### src/rtl/core/assert_macros.svh
// Assertion helpers shared by the queue RTL.
`ifndef ASSERT_MACROS_SVH
`define ASSERT_MACROS_SVH
`ifndef SYNTHESIS
// Check that a condition holds at every clock edge outside reset.
`define ASSERT_ALWAYS(label, clk, rst, cond, msg) \
   label: assert property (@(posedge clk) disable iff (rst) (cond)) else $error(msg);
// Check that the consequent holds in the same cycle as the antecedent.
`define ASSERT_IMPLY(label, clk, rst, ante, cons, msg) \
   label: assert property (@(posedge clk) disable iff (rst) (ante) |-> (cons)) else $error(msg);
// Check that the consequent holds in the cycle after the antecedent.
`define ASSERT_NEXT(label, clk, rst, ante, cons, msg) \
   label: assert property (@(posedge clk) disable iff (rst) (ante) |=> (cons)) else $error(msg);
`else
`define ASSERT_ALWAYS(label, clk, rst, cond, msg)
`define ASSERT_IMPLY(label, clk, rst, ante, cons, msg)
`define ASSERT_NEXT(label, clk, rst, ante, cons, msg)
`endif
`endif

### src/rtl/core/fqr_pkg.sv
package fqr_pkg;

   localparam int CMD_W    = 2;
   localparam int ID_IN_W  = 8;
   localparam int STATUS_W = 2;
   localparam int OCC_W    = 5;

   typedef enum logic [CMD_W-1:0] {
      CMD_ADD    = 2'd0,
      CMD_POP    = 2'd1,
      CMD_REMOVE = 2'd2,
      CMD_NOP    = 2'd3
   } cmd_type;

   typedef enum logic [STATUS_W-1:0] {
      ST_OK        = 2'd0,
      ST_EMPTY     = 2'd1,
      ST_NOT_FOUND = 2'd2,
      ST_FULL      = 2'd3
   } status_type;

endpackage

### src/rtl/core/fqr_req_if.sv
interface fqr_req_if
   import fqr_pkg::*;
();
   logic               valid;
   logic               ready;
   logic [CMD_W-1:0]   command;
   logic [ID_IN_W-1:0] proc_id;

   modport source (output valid, output command, output proc_id, input ready);
   modport sink   (input valid, input command, input proc_id, output ready);
endinterface

### src/rtl/core/fqr_rsp_if.sv
interface fqr_rsp_if
   import fqr_pkg::*;
();
   logic                valid;
   logic                ready;
   logic [STATUS_W-1:0] status;
   logic [ID_IN_W-1:0]  removed_id;
   logic [OCC_W-1:0]    occupancy;

   modport source (output valid, output status, output removed_id, output occupancy,
                   input ready);
   modport sink   (input valid, input status, input removed_id, input occupancy,
                   output ready);
endinterface

### src/rtl/core/fifo_queue_with_remove_by_id_top.sv
// Channel   Dir  Word fields                             Handshake
// req_chan  in   command[1:0], proc_id[7:0]              valid / ready
// rsp_chan  out  status[1:0], removed_id[7:0], occ[4:0]  valid / ready
//
// Add, ignored codes and any remove on an empty queue go straight to the done state, which
// loads the result word; remove-first first passes the pop state (one registered RAM read
// of the head). Remove-by-id reads one RAM entry per cycle from the head to the match, then
// the same read port and the write port slide later entries one slot forward.
// Ready is high only while the sequencer is idle; a result word waiting in the output
// register does not block the next accept, only the loading of the next result.
// Reset (synchronous) empties the queue at once; the RAM needs no clearing pass.
`include "assert_macros.svh"

module fifo_queue_with_remove_by_id_top
   import fqr_pkg::*;
#(
   parameter int DEPTH    = 16,
   parameter int ID_WIDTH = 8
) (
   input  logic       clock,
   input  logic       reset,
   fqr_req_if.sink    req_chan,
   fqr_rsp_if.source  rsp_chan
);

   localparam int AW = $clog2(DEPTH);
   localparam int CW = $clog2(DEPTH + 1);

   // Sequencer states
   typedef enum logic [4:0] {
      S_IDLE  = 5'b00001,
      S_POP   = 5'b00010,
      S_SCAN  = 5'b00100,
      S_SHIFT = 5'b01000,
      S_DONE  = 5'b10000
   } state_type;

   state_type           state_ff,      state_in;
   logic [CW-1:0]       count_ff,      count_in;
   logic [AW-1:0]       head_ff,       head_in;
   logic [AW-1:0]       tail_ff,       tail_in;
   logic [AW-1:0]       rd_ptr_ff,     rd_ptr_in;
   logic [AW-1:0]       wr_ptr_ff,     wr_ptr_in;
   logic [CW-1:0]       pos_ff,        pos_in;
   logic [ID_WIDTH-1:0] key_ff,        key_in;
   status_type          res_status_ff, res_status_in;
   logic [ID_WIDTH-1:0] res_id_ff,     res_id_in;

   logic                rsp_valid_ff,  rsp_valid_in;
   logic [STATUS_W-1:0] rsp_status_ff, rsp_status_in;
   logic [ID_IN_W-1:0]  rsp_id_ff,     rsp_id_in;
   logic [OCC_W-1:0]    rsp_occ_ff,    rsp_occ_in;

   logic                ram_we;
   logic [AW-1:0]       ram_waddr;
   logic [ID_WIDTH-1:0] ram_wdata;
   logic [AW-1:0]       ram_raddr;
   logic [ID_WIDTH-1:0] ram_rdata;

   logic                        req_fire;
   logic                        at_last;
   logic [ID_WIDTH+ID_IN_W-1:0] req_id_wide;
   logic [ID_WIDTH-1:0]         req_id;
   logic [ID_WIDTH+ID_IN_W-1:0] res_id_wide;
   logic [CW+OCC_W-1:0]         occ_wide;

   // Circular pointer advance with wrap at DEPTH
   function automatic logic [AW-1:0] ptr_next(input logic [AW-1:0] p);
      return (p == AW'(DEPTH - 1)) ? '0 : p + 1'b1;
   endfunction

   fqr_ram #(
      .WIDTH (ID_WIDTH),
      .DEPTH (DEPTH)
   ) u_store (
      .clock   (clock),
      .wr_en   (ram_we),
      .wr_addr (ram_waddr),
      .wr_data (ram_wdata),
      .rd_addr (ram_raddr),
      .rd_data (ram_rdata)
   );

   assign req_chan.ready = (state_ff == S_IDLE);
   assign req_fire       = req_chan.valid && req_chan.ready;

   // Mask the incoming identifier to ID_WIDTH bits, zero-extending if wider
   assign req_id_wide = {{ID_WIDTH{1'b0}}, req_chan.proc_id};
   assign req_id      = req_id_wide[ID_WIDTH-1:0];

   // Entry under the read port is the last one held
   assign at_last = (pos_ff + 1'b1) == count_ff;

   // Result fields are truncated to their port widths
   assign res_id_wide = {{ID_IN_W{1'b0}}, res_id_ff};
   assign occ_wide    = {{OCC_W{1'b0}}, count_ff};

   always_comb begin
      state_in      = state_ff;
      count_in      = count_ff;
      head_in       = head_ff;
      tail_in       = tail_ff;
      rd_ptr_in     = rd_ptr_ff;
      wr_ptr_in     = wr_ptr_ff;
      pos_in        = pos_ff;
      key_in        = key_ff;
      res_status_in = res_status_ff;
      res_id_in     = res_id_ff;
      ram_we        = 1'b0;
      ram_waddr     = wr_ptr_ff;
      ram_wdata     = ram_rdata;
      // Read one slot ahead so data streams every cycle during scan and slide
      ram_raddr     = ptr_next(rd_ptr_ff);

      rsp_valid_in  = rsp_valid_ff && !rsp_chan.ready;
      rsp_status_in = rsp_status_ff;
      rsp_id_in     = rsp_id_ff;
      rsp_occ_in    = rsp_occ_ff;

      unique case (state_ff)
         S_IDLE: begin
            if (req_fire) begin
               key_in        = req_id;
               res_status_in = ST_OK;
               res_id_in     = '0;
               state_in      = S_DONE;
               unique case (cmd_type'(req_chan.command))
                  CMD_ADD: begin
                     if (count_ff == CW'(DEPTH)) begin
                        res_status_in = ST_FULL;
                     end else begin
                        // write at tail directly from the request word
                        ram_we    = 1'b1;
                        ram_waddr = tail_ff;
                        ram_wdata = req_id;
                        tail_in   = ptr_next(tail_ff);
                        count_in  = count_ff + 1'b1;
                     end
                  end
                  CMD_POP: begin
                     if (count_ff == '0) begin
                        res_status_in = ST_EMPTY;
                     end else begin
                        ram_raddr = head_ff;
                        state_in  = S_POP;
                     end
                  end
                  CMD_REMOVE: begin
                     if (count_ff == '0) begin
                        res_status_in = ST_EMPTY;
                     end else begin
                        ram_raddr = head_ff;
                        rd_ptr_in = head_ff;
                        pos_in    = '0;
                        state_in  = S_SCAN;
                     end
                  end
                  CMD_NOP: begin
                     // ignored code: report occupancy only
                  end
                  default: begin
                  end
               endcase
            end
         end

         S_POP: begin
            res_id_in = ram_rdata;
            head_in   = ptr_next(head_ff);
            count_in  = count_ff - 1'b1;
            state_in  = S_DONE;
         end

         S_SCAN: begin
            rd_ptr_in = ptr_next(rd_ptr_ff);
            pos_in    = pos_ff + 1'b1;
            if (ram_rdata == key_ff) begin
               res_id_in = ram_rdata;
               if (at_last) begin
                  // match on the tail entry: drop it, nothing to slide
                  count_in = count_ff - 1'b1;
                  tail_in  = rd_ptr_ff;
                  state_in = S_DONE;
               end else begin
                  wr_ptr_in = rd_ptr_ff;
                  state_in  = S_SHIFT;
               end
            end else if (at_last) begin
               res_status_in = ST_NOT_FOUND;
               state_in      = S_DONE;
            end
         end

         S_SHIFT: begin
            // move the entry under the read port one slot toward the head
            ram_we    = 1'b1;
            ram_waddr = wr_ptr_ff;
            ram_wdata = ram_rdata;
            wr_ptr_in = rd_ptr_ff;
            rd_ptr_in = ptr_next(rd_ptr_ff);
            pos_in    = pos_ff + 1'b1;
            if (at_last) begin
               count_in = count_ff - 1'b1;
               tail_in  = rd_ptr_ff;
               state_in = S_DONE;
            end
         end

         S_DONE: begin
            // hold until the output register is free, then load the word
            if (!rsp_valid_ff || rsp_chan.ready) begin
               rsp_valid_in  = 1'b1;
               rsp_status_in = res_status_ff;
               rsp_id_in     = res_id_wide[ID_IN_W-1:0];
               rsp_occ_in    = occ_wide[OCC_W-1:0];
               state_in      = S_IDLE;
            end
         end

         default: begin
            state_in = S_IDLE;
         end
      endcase
   end

   always_ff @(posedge clock) begin
      if (reset) begin
         state_ff     <= S_IDLE;
         count_ff     <= '0;
         head_ff      <= '0;
         tail_ff      <= '0;
         rsp_valid_ff <= 1'b0;
      end else begin
         state_ff     <= state_in;
         count_ff     <= count_in;
         head_ff      <= head_in;
         tail_ff      <= tail_in;
         rsp_valid_ff <= rsp_valid_in;
      end
   end

   always_ff @(posedge clock) begin
      rd_ptr_ff     <= rd_ptr_in;
      wr_ptr_ff     <= wr_ptr_in;
      pos_ff        <= pos_in;
      key_ff        <= key_in;
      res_status_ff <= res_status_in;
      res_id_ff     <= res_id_in;
      rsp_status_ff <= rsp_status_in;
      rsp_id_ff     <= rsp_id_in;
      rsp_occ_ff    <= rsp_occ_in;
   end

   assign rsp_chan.valid      = rsp_valid_ff;
   assign rsp_chan.status     = rsp_status_ff;
   assign rsp_chan.removed_id = rsp_id_ff;
   assign rsp_chan.occupancy  = rsp_occ_ff;

   `ASSERT_ALWAYS(a_count_bound, clock, reset, count_ff <= CW'(DEPTH), "count above depth")
   `ASSERT_IMPLY(a_pos_in_range, clock, reset,
                 state_ff == S_SCAN || state_ff == S_SHIFT, pos_ff < count_ff, "walk past tail")
   `ASSERT_NEXT(a_add_grows, clock, reset,
                req_fire && req_chan.command == CMD_ADD && count_ff != CW'(DEPTH),
                count_ff == CW'($past(count_ff) + 1'b1), "add lost")
   `ASSERT_IMPLY(a_fail_no_id, clock, reset,
                 rsp_valid_ff && rsp_status_ff != ST_OK, rsp_id_ff == '0, "id on failed word")

endmodule

### src/rtl/core/fqr_ram.sv
module fqr_ram #(
   parameter int WIDTH = 8,
   parameter int DEPTH = 16,
   localparam int AW = $clog2(DEPTH)
) (
   input  logic             clock,
   input  logic             wr_en,
   input  logic [AW-1:0]    wr_addr,
   input  logic [WIDTH-1:0] wr_data,
   input  logic [AW-1:0]    rd_addr,
   output logic [WIDTH-1:0] rd_data
);

   logic [WIDTH-1:0] mem [DEPTH];
   logic [WIDTH-1:0] rd_data_ff;

   always_ff @(posedge clock) begin
      if (wr_en) begin
         mem[wr_addr] <= wr_data;
      end
      rd_data_ff <= mem[rd_addr];
   end

   assign rd_data = rd_data_ff;

endmodule
### src/flat_wrapper.sv
// flat-port wrapper written by rule: the top's interface ports become plain ports
module fifo_queue_with_remove_by_id_top_flat import fqr_pkg::*;
#(
   parameter int DEPTH    = 16,
   parameter int ID_WIDTH = 8
)
  (clock, reset, req_chan_valid, req_chan_command, req_chan_proc_id, req_chan_ready, rsp_chan_valid, rsp_chan_status, rsp_chan_removed_id, rsp_chan_occupancy, rsp_chan_ready);
  fqr_req_if req_chan_i ();
  fqr_rsp_if rsp_chan_i ();
  input  logic clock;
  input  logic reset;
  input wire logic [$bits(req_chan_i.valid)-1:0] req_chan_valid;
  input wire logic [$bits(req_chan_i.command)-1:0] req_chan_command;
  input wire logic [$bits(req_chan_i.proc_id)-1:0] req_chan_proc_id;
  output wire logic [$bits(req_chan_i.ready)-1:0] req_chan_ready;
  output wire logic [$bits(rsp_chan_i.valid)-1:0] rsp_chan_valid;
  output wire logic [$bits(rsp_chan_i.status)-1:0] rsp_chan_status;
  output wire logic [$bits(rsp_chan_i.removed_id)-1:0] rsp_chan_removed_id;
  output wire logic [$bits(rsp_chan_i.occupancy)-1:0] rsp_chan_occupancy;
  input wire logic [$bits(rsp_chan_i.ready)-1:0] rsp_chan_ready;
  assign req_chan_i.valid = req_chan_valid;
  assign req_chan_i.command = req_chan_command;
  assign req_chan_i.proc_id = req_chan_proc_id;
  assign req_chan_ready = req_chan_i.ready;
  assign rsp_chan_valid = rsp_chan_i.valid;
  assign rsp_chan_status = rsp_chan_i.status;
  assign rsp_chan_removed_id = rsp_chan_i.removed_id;
  assign rsp_chan_occupancy = rsp_chan_i.occupancy;
  assign rsp_chan_i.ready = rsp_chan_ready;
  fifo_queue_with_remove_by_id_top #(.DEPTH(DEPTH), .ID_WIDTH(ID_WIDTH)) u_core (.clock(clock), .reset(reset), .req_chan(req_chan_i), .rsp_chan(rsp_chan_i));
endmodule
### config.mk
export PLATFORM = sky130hd
export DESIGN_NAME = fifo_queue_with_remove_by_id_top_flat
export DESIGN_NICKNAME = d
export VERILOG_FILES = /design/src/rtl/core/fqr_pkg.sv /design/src/rtl/core/fqr_req_if.sv /design/src/rtl/core/fqr_rsp_if.sv /design/src/rtl/core/fifo_queue_with_remove_by_id_top.sv /design/src/rtl/core/fqr_ram.sv /design/src/flat_wrapper.sv
export VERILOG_INCLUDE_DIRS = /design/src /design/src/rtl/core
export SDC_FILE = /design/constraint.sdc
export NUM_CORES = 1
export LEC_CHECK = 0
export BUFFER_PORTS_ARGS = -buffer_cell sky130_fd_sc_hd__buf_2
export CAP_MARGIN = 20
export CORE_AREA = 2 2 133 161
export DETAILED_ROUTE_END_ITERATION = 16
export DIE_AREA = 0 0 135 163
export HOLD_SLACK_MARGIN = 0.08
export PLACE_DENSITY = 0.64
export SYNTH_ARGS = -nofsm -noshare
export SYNTH_HDL_FRONTEND = slang
export SYNTH_HIERARCHICAL = 1
export SYNTH_SLANG_ARGS = --single-unit
### constraint.sdc
create_clock -name clock -period 8.6 [get_ports clock]
set_clock_uncertainty 0.15 [all_clocks]
set_input_delay 0.86 -clock clock [delete_from_list [all_inputs] [get_ports clock]]
set_output_delay 0.86 -clock clock [all_outputs]
set_load 0.05 [all_outputs]
### After elaboration in Yosys (flattened, before gate mapping)

Memory sizes are Yosys's and may differ from the RTL's. A register that Yosys moved wholly into a read port is not among the register bits.
Cells that the tools add are included.

| word-level totals | value |
|---|---|
| memories kept | 1 |
| bits in latches | 0 |
| flip-flop bits (word level) | 65 |
| memory bits (writable) | 128 |
| bits in read-only memories | 0 |

Memories:

| name | depth | bits a word | rd ports | clocked after memory_dff | wr ports | RTL line | text |
|---|---|---|---|---|---|---|---|
| u_core.u_store.mem | 16 | 8 | 1 | 1 | 1 | fqr_ram.sv:14 | `logic [WIDTH-1:0] mem [DEPTH];` |

| operators by class | value |
|---|---|
| reductions and logical operators | 24 |
| shift operators | 0 |
| $lt $le $gt $ge | 0 |
| $mul | 0 |
| add/sub/neg operators | 6 |
| eq/ne operators | 23 |
| bitwise gates (word level) | 0 |
| divide/modulo/power cells | 0 |
| multiplexer cells | 65 |

Operators with widths:

| cell | count |
|---|---|
| 4-bit two-way mux | 21 |
| 5-bit two-way mux | 15 |
| 8-bit two-way mux | 6 |
| 5-bit case mux with 5 select lines | 1 |
| 8-bit case mux with 3 select lines | 1 |
| 5-bit case mux with 2 select lines | 2 |
| 5-bit case mux with 4 select lines | 1 |
| 4-bit case mux with 2 select lines | 2 |
| 2-bit inequality test, second input constant | 7 |
| 4-bit by 1-bit adder with 4-bit output, second input constant | 3 |
| 4-bit == test, second input constant | 3 |
| 4-bit case mux with 3 select lines | 1 |
| 5-bit by 1-bit adder with 5-bit output, second input constant | 2 |
| 5-bit == test, second input constant | 2 |
| 5-bit AND reduction | 2 |
| 8-bit == test | 1 |
| 1-bit two-way mux | 8 |
| 2-bit two-way mux | 4 |
| 2-bit case mux with 2 select lines | 2 |
| 4-bit AND reduction | 2 |
| 2-bit by 1-bit inequality test with 1-bit output, second input constant | 3 |
| 2-bit AND reduction | 3 |
| 3-bit AND reduction | 2 |
| 2-bit nonzero test | 3 |
| 17 further kinds | 21 |

### Logic depth before layout (Yosys ltp)

| logic depth | value |
|---|---|
| word-level depth | 7 |
| mapped depth | 11 |
| depth with buffers taken out | 11 |

### Hierarchy

Netlist, hierarchy kept.

Modules (own cells, without submodules):

| module | area an instance (sq um) | instances | seq. area each (sq um) | cells an instance |
|---|---|---|---|---|
| fqr_ram | 5147.4 | 1 | 4003.8 | 229 |
| fifo_queue_with_remove_by_id_top | 3309.4 | 1 | 1761.7 | 287 |

### Worst setup path after synthesis

No wires, ideal clock.

| timing path | value |
|---|---|
| path type | input-to-reg |
| from | in req_chan_command[0] |
| to | mem u_core.u_store.mem[0][0], enable pin |
| arrival time | 3.013 ns |
| setup time | 0.383 ns |
| setup slack | 5.054 ns |
| cell stages on the path | 9 |
| path through | inv_1 > ha_1 > and4b_1 > o211a_1 > buf_6 > buf_2 > o21bai_1 > or3b_2 > nor3_1 |

| on the way | value |
|---|---|
| cells in the longest elaborated chain, start to end | 6 |
| elaborated cells on any way between the ends | 9 |

RTL lines:

| item | RTL line | text |
|---|---|---|
| from (decl) | flat_wrapper.sv:13 | `input wire logic [$bits(req_chan_i.command)-1:0] req_chan_command;` |
| 2-bit logical NOT | -- |  |
| 1-bit two-way mux | fifo_queue_with_remove_by_id_top.sv:127 | `unique case (cmd_type'(req_chan.command))` |
| 1-bit two-way mux | fifo_queue_with_remove_by_id_top.sv:122 | `if (req_fire) begin` |
| 1-bit case mux with 2 select lines | fifo_queue_with_remove_by_id_top.sv:120 | `unique case (state_ff)` |
| net u_core.ram_we | fifo_queue_with_remove_by_id_top.sv:54 | `logic ram_we;` |
| 1-bit two-way mux | fqr_ram.sv:18 | `if (wr_en) begin` |
| 1-bit two-way mux (implied by the code) | fqr_ram.sv:19 | `mem[wr_addr] <= wr_data;` |
| to (decl) | fqr_ram.sv:14 |  |

The timed path passes the listed nets, and every way through them passes these cells.

### Worst setup path in the final report

| timing path | value |
|---|---|
| from | reg u_core.state_ff[2] |
| to | reg u_core.u_store.rd_data_ff[3], in the netlist u_core/u_store/rd_data[3], read port of u_core.u_store.mem |

| on the way | value |
|---|---|
| cells in the longest elaborated chain, start to end | 4 |

RTL lines:

| item | RTL line | text |
|---|---|---|
| from (decl) | fifo_queue_with_remove_by_id_top.sv:38 | `state_type state_ff, state_in;` |
| from (signal assigned) | fifo_queue_with_remove_by_id_top.sv:234 | `state_ff <= state_in;` |
| 5-bit by 1-bit == test with 1-bit output * | fifo_queue_with_remove_by_id_top.sv:84, fifo_queue_with_remove_by_id_top.sv:120 |  |
| 1-bit logical AND | fifo_queue_with_remove_by_id_top.sv:85 | `assign req_fire = req_chan.valid && req_chan.ready;` |
| 4-bit two-way mux | fifo_queue_with_remove_by_id_top.sv:122 |  |
| 4-bit two-way mux * | fifo_queue_with_remove_by_id_top.sv:120 |  |
| net u_core.ram_raddr[0] | fifo_queue_with_remove_by_id_top.sv:57 | `logic [AW-1:0] ram_raddr;` |
| to (decl) | fqr_ram.sv:15 | `logic [WIDTH-1:0] rd_data_ff;` |

Mark *: on every way through the listed nets, which the timed path passes. The rest lies on a longest branch.
A chain may end at the register's enable or synchronous reset.

==> flow_summary_export.csv <==
group,metric,value,unit
synth,yosysWarnings,6,
worst_setup_path,worst_path_most_repeated_cell,"nor2_1",
timing,fin_crit_sh,45.2,%
route,drc,0,
timing,finalSetupViolCount,0,
synth,synth-main-ff-cell,"edfxtp_1",
worst_setup_path,setup.worst_path.end,"u_core/u_store/rd_data[3]",
route,detail-route-antenna-nets,0,
worst_setup_path,ff2ff_setup_slack,4.71,ns
die,core_area,0.0206,mm²
die,dieArea,0.0220,mm²
cts,clk_latency,0.49,ns
route,wl_per_cell,20.0,µm
route,totalWireLength,16.9,mm
route,vias,4585,
cts,cts_resized,0,
synth,synth_enable_flop_cells,174,
synth,synth_top_area_share,61.8,%
cts,post_cts_buffers,0,
route,first_pass_iters,5,
timing,setup_tns,0,ns
synth,synth-seq-area-share,68.2,%
die,io_pins,31,
synth,synth_xor_area_share,2.84,%
synth,synthMuxAreaShare,11.6,%
pwr,power.density,211,mW/mm²
timing,period_minus_slack,3.89,ns
finish,antenna_cells,0,
route,drt_iter0_drc,364,
finish,nFillCells,1800,
synth,synth_compound_area_share,5.53,%
worst_setup_path,critPathMaxFanout,32,
cts,cts_tree,"built",
die,rows,58,
pwr,p_leak,0.00324,µW
synth,ys_seq_elements,201,
timing,rsz0062_at_grt,"false",
cts,cts_root_buf,"clkbuf_16",
synth,synthAdderAreaFrac,1.86,%
worst_setup_path,worst_setup_path_end_kind,"flop",
worst_setup_path,crit_type,"flop to flop",
finish,syn_to_final_growth,12.4,%
place,port_buffers,30,
worst_setup_path,critPathLaunch,"u_core/state_ff[2]",
grt,grt_usage,15.7,%
synth,synth_cell_types,62,
finish,num-nets-final,586,
run_status,status,"finished clean",
synth,syn_nets,542,
grt,grt_pass1_wl,26.5,mm
timing,max_freq,0.257,GHz
pwr,ir_drop,0.175,mV
worst_setup_path,max_stage_delay,0.66,ns
cts,cts_made_buffers,21,
die,die_w,135,µm
die,initial_utilization,41.0,%
grt,grt_pass1_vias,4761,
synth,postSynthCellCount,516,
synth,synth_top_cells_by_area,"edfxtp_1 62%, dfxtp_1 6.4%, mux4_2 4.8%",
run,drv_cap,0,
cts,cts_sinks,201,
synth,synth_simple_gate_area_share,8.06,%
die,die_y,163,µm
worst_setup_path,r2r-end,"u_core/u_store/rd_data[3]",
cts,cts.path.max_buffers,3,
timing,hold_viol_final,0,
timing,tightest_slew,0.845,ns
worst_setup_path,crit_arrival,4.10,ns
hold_path,hold_path.class,"flop to flop",
worst_setup_path,rr_worst_depth,10,
grt,grt_max_degree,33,
worst_setup_path,r2r_start,"u_core/state_ff[2]",
finish,fin_cells,844,
route,vias_per_cell,5.43,
timing,slew-limit-headroom,43.5,%
pwr,p_total,2000,µW
finish,drive_above_1_share,19.0,%
worst_setup_path,required,8.81,ns
synth,netlist_area,0.00846,mm²
synth,async_flop_share,0,%
place,place_inst,805,
worst_setup_path,critical_path.slowest_cell,"mux4_1",
synth,avgSynthCellArea,16.4,µm²
worst_setup_path,cp_cell_sequence,"nor2_1 -> nand3b_1 -> nor2_1 -> nand2_1 -> nor2_1 -> mux2_2 -> buf_4 -> mux4_1 -> a22oi_1 -> nand2_1",
synth,yosysTopAreaCell,"edfxtp_1",
worst_setup_path,startpoint_type,"flop",
cts,cts_hold_buf,0,
place,place_congestion,0.867,
cts,path_clk_slew,0.06,ns
cts,h-tree-depth,1,
timing,final_max_slew_viol_count,0,
grt,grt-ovfl-total,0,
grt,antenna_found_initial,0,
synth,synth_top_family_by_area,"multiplexers",
place,dpl.hpwl,11.4,mm
-- kinds of logic (layout without fill, tap and decap cells) --
logic type / Yosys count / after routing
flops: 201 / 201
simple gates: 133 / 133
compound gates: 67 / 67
mux: 51 / 51
buf+inv: 27 / 85
xor+xnor: 25 / 25
fa+ha+maj: 12 / 12
-- metal layers --
layer	track usage [%]	vias to the layer above	share of wire, %
met2	28.2	154	52
met1	19.3	2292	41
met5	0	-	0
met4	4.69	0	2.4
met3	2.58	34	5.2
li1	-	2105	-
-- worst max-delay path: cells and delay by family, from the launching register on --
kind,cells,cell delay [ns]
buffers and inverters,1,0.50
DFF,1,0.39
and+or+nand+nor,6,1.47
AOI/OAI and AO/OA,1,0.34
muxes,2,0.89
-- layout make-up --
class	count	area, µm²	area share (%)
clock buffers	29	566	5.95
clock inverters	8	63.8	0.671
inverters	11	41.3	0.434
multi-input cells	288	2530	26.6
flip-flops and latches	201	5770	60.7
well taps	270	338	3.55
repair buffers	37	200	2.11
-- flip-flops by register name, indices dropped and copies added (netlist names) --
signal	count
u_core/res_status_ff	2
u_core/rsp_chan.status	2
u_core/u_store/rd_data	8
u_core/rsp_chan.removed_id	8
u_core/rsp_chan.occupancy	5
u_core/head_ff	4
u_core/tail_ff	4
u_core/wr_ptr_ff	4
u_core/state_ff	5
u_core/res_id_ff	8
u_core/rsp_chan.valid	1
u_core/count_ff	5
u_core/pos_ff	5
u_core/u_store/mem	128
u_core/rd_ptr_ff	4
u_core/key_ff	8
-- how the worst min path moves through the flow --
| stage | from | endpoint | slack [ns] | cells past startpoint |
|---|---|---|---|---|
| after floorplan | u_core/res_id_ff[0] | u_core/rsp_chan.removed_id[0] | 0.25 | 0 |
| after global placement | u_core/res_status_ff[1] | u_core/rsp_chan.status[1] | 0.25 | 0 |
| after detailed placement | u_core/res_id_ff[6] | u_core/rsp_chan.removed_id[6] | 0.25 | 0 |
| after CTS | u_core/res_id_ff[1] | u_core/rsp_chan.removed_id[1] | 0.27 | 0 |
| after global routing | u_core/res_id_ff[1] | u_core/rsp_chan.removed_id[1] | 0.28 | 0 |
| final | u_core/res_id_ff[1] | u_core/rsp_chan.removed_id[1] | 0.27 | 0 |
-- placed cells by master (no fill, tap or decap), types with 16 or more instances in the layout --
master	n
edfxtp_1	174
nor2_1	37
nand2_1	33
buf_2	31
dfxtp_1	27
clkbuf_16	21
mux4_2	18
a22oi_1	17
mux2_2	16
-- Yosys cell counts, types with 3 or more instances --
library cell,count
xnor2_1,15
mux2i_1,3
xor2_1,8
nand3_1,7
a311oi_1,3
dfxtp_1,27
mux4_1,14
nor2_1,37
a21oi_1,15
or3_1,4
o21ai_0,13
nand2b_1,6
edfxtp_1,174
buf_6,4
clkdlybuf4s25_2,3
mux4_2,18
inv_1,11
buf_2,5
nor3_1,9
ha_1,11
nand2_1,33
nor2b_1,12
nand3b_1,5
a22oi_1,17
and3_1,3
mux2_2,16
-- through the flow --
step,setup WS (ns),hold slack [ns],cell area (µm²),utilization [%]
after floorplan,5.05,0.250,8460,-
after detailed placement,4.14,0.255,8860,43.0
after CTS,4.64,0.271,9490,46.1
after global placement,4.35,0.254,8860,43.0
after global routing,4.44,0.280,9510,46.1
final,4.71,0.271,9510,46.1
-- power breakdown --
group / switching [µW] / internal, µW
clock network: 344 / 488
logic: 56.4 / 27.4
registers: 9.17 / 1080
Power figures use the tool's default switching activity.
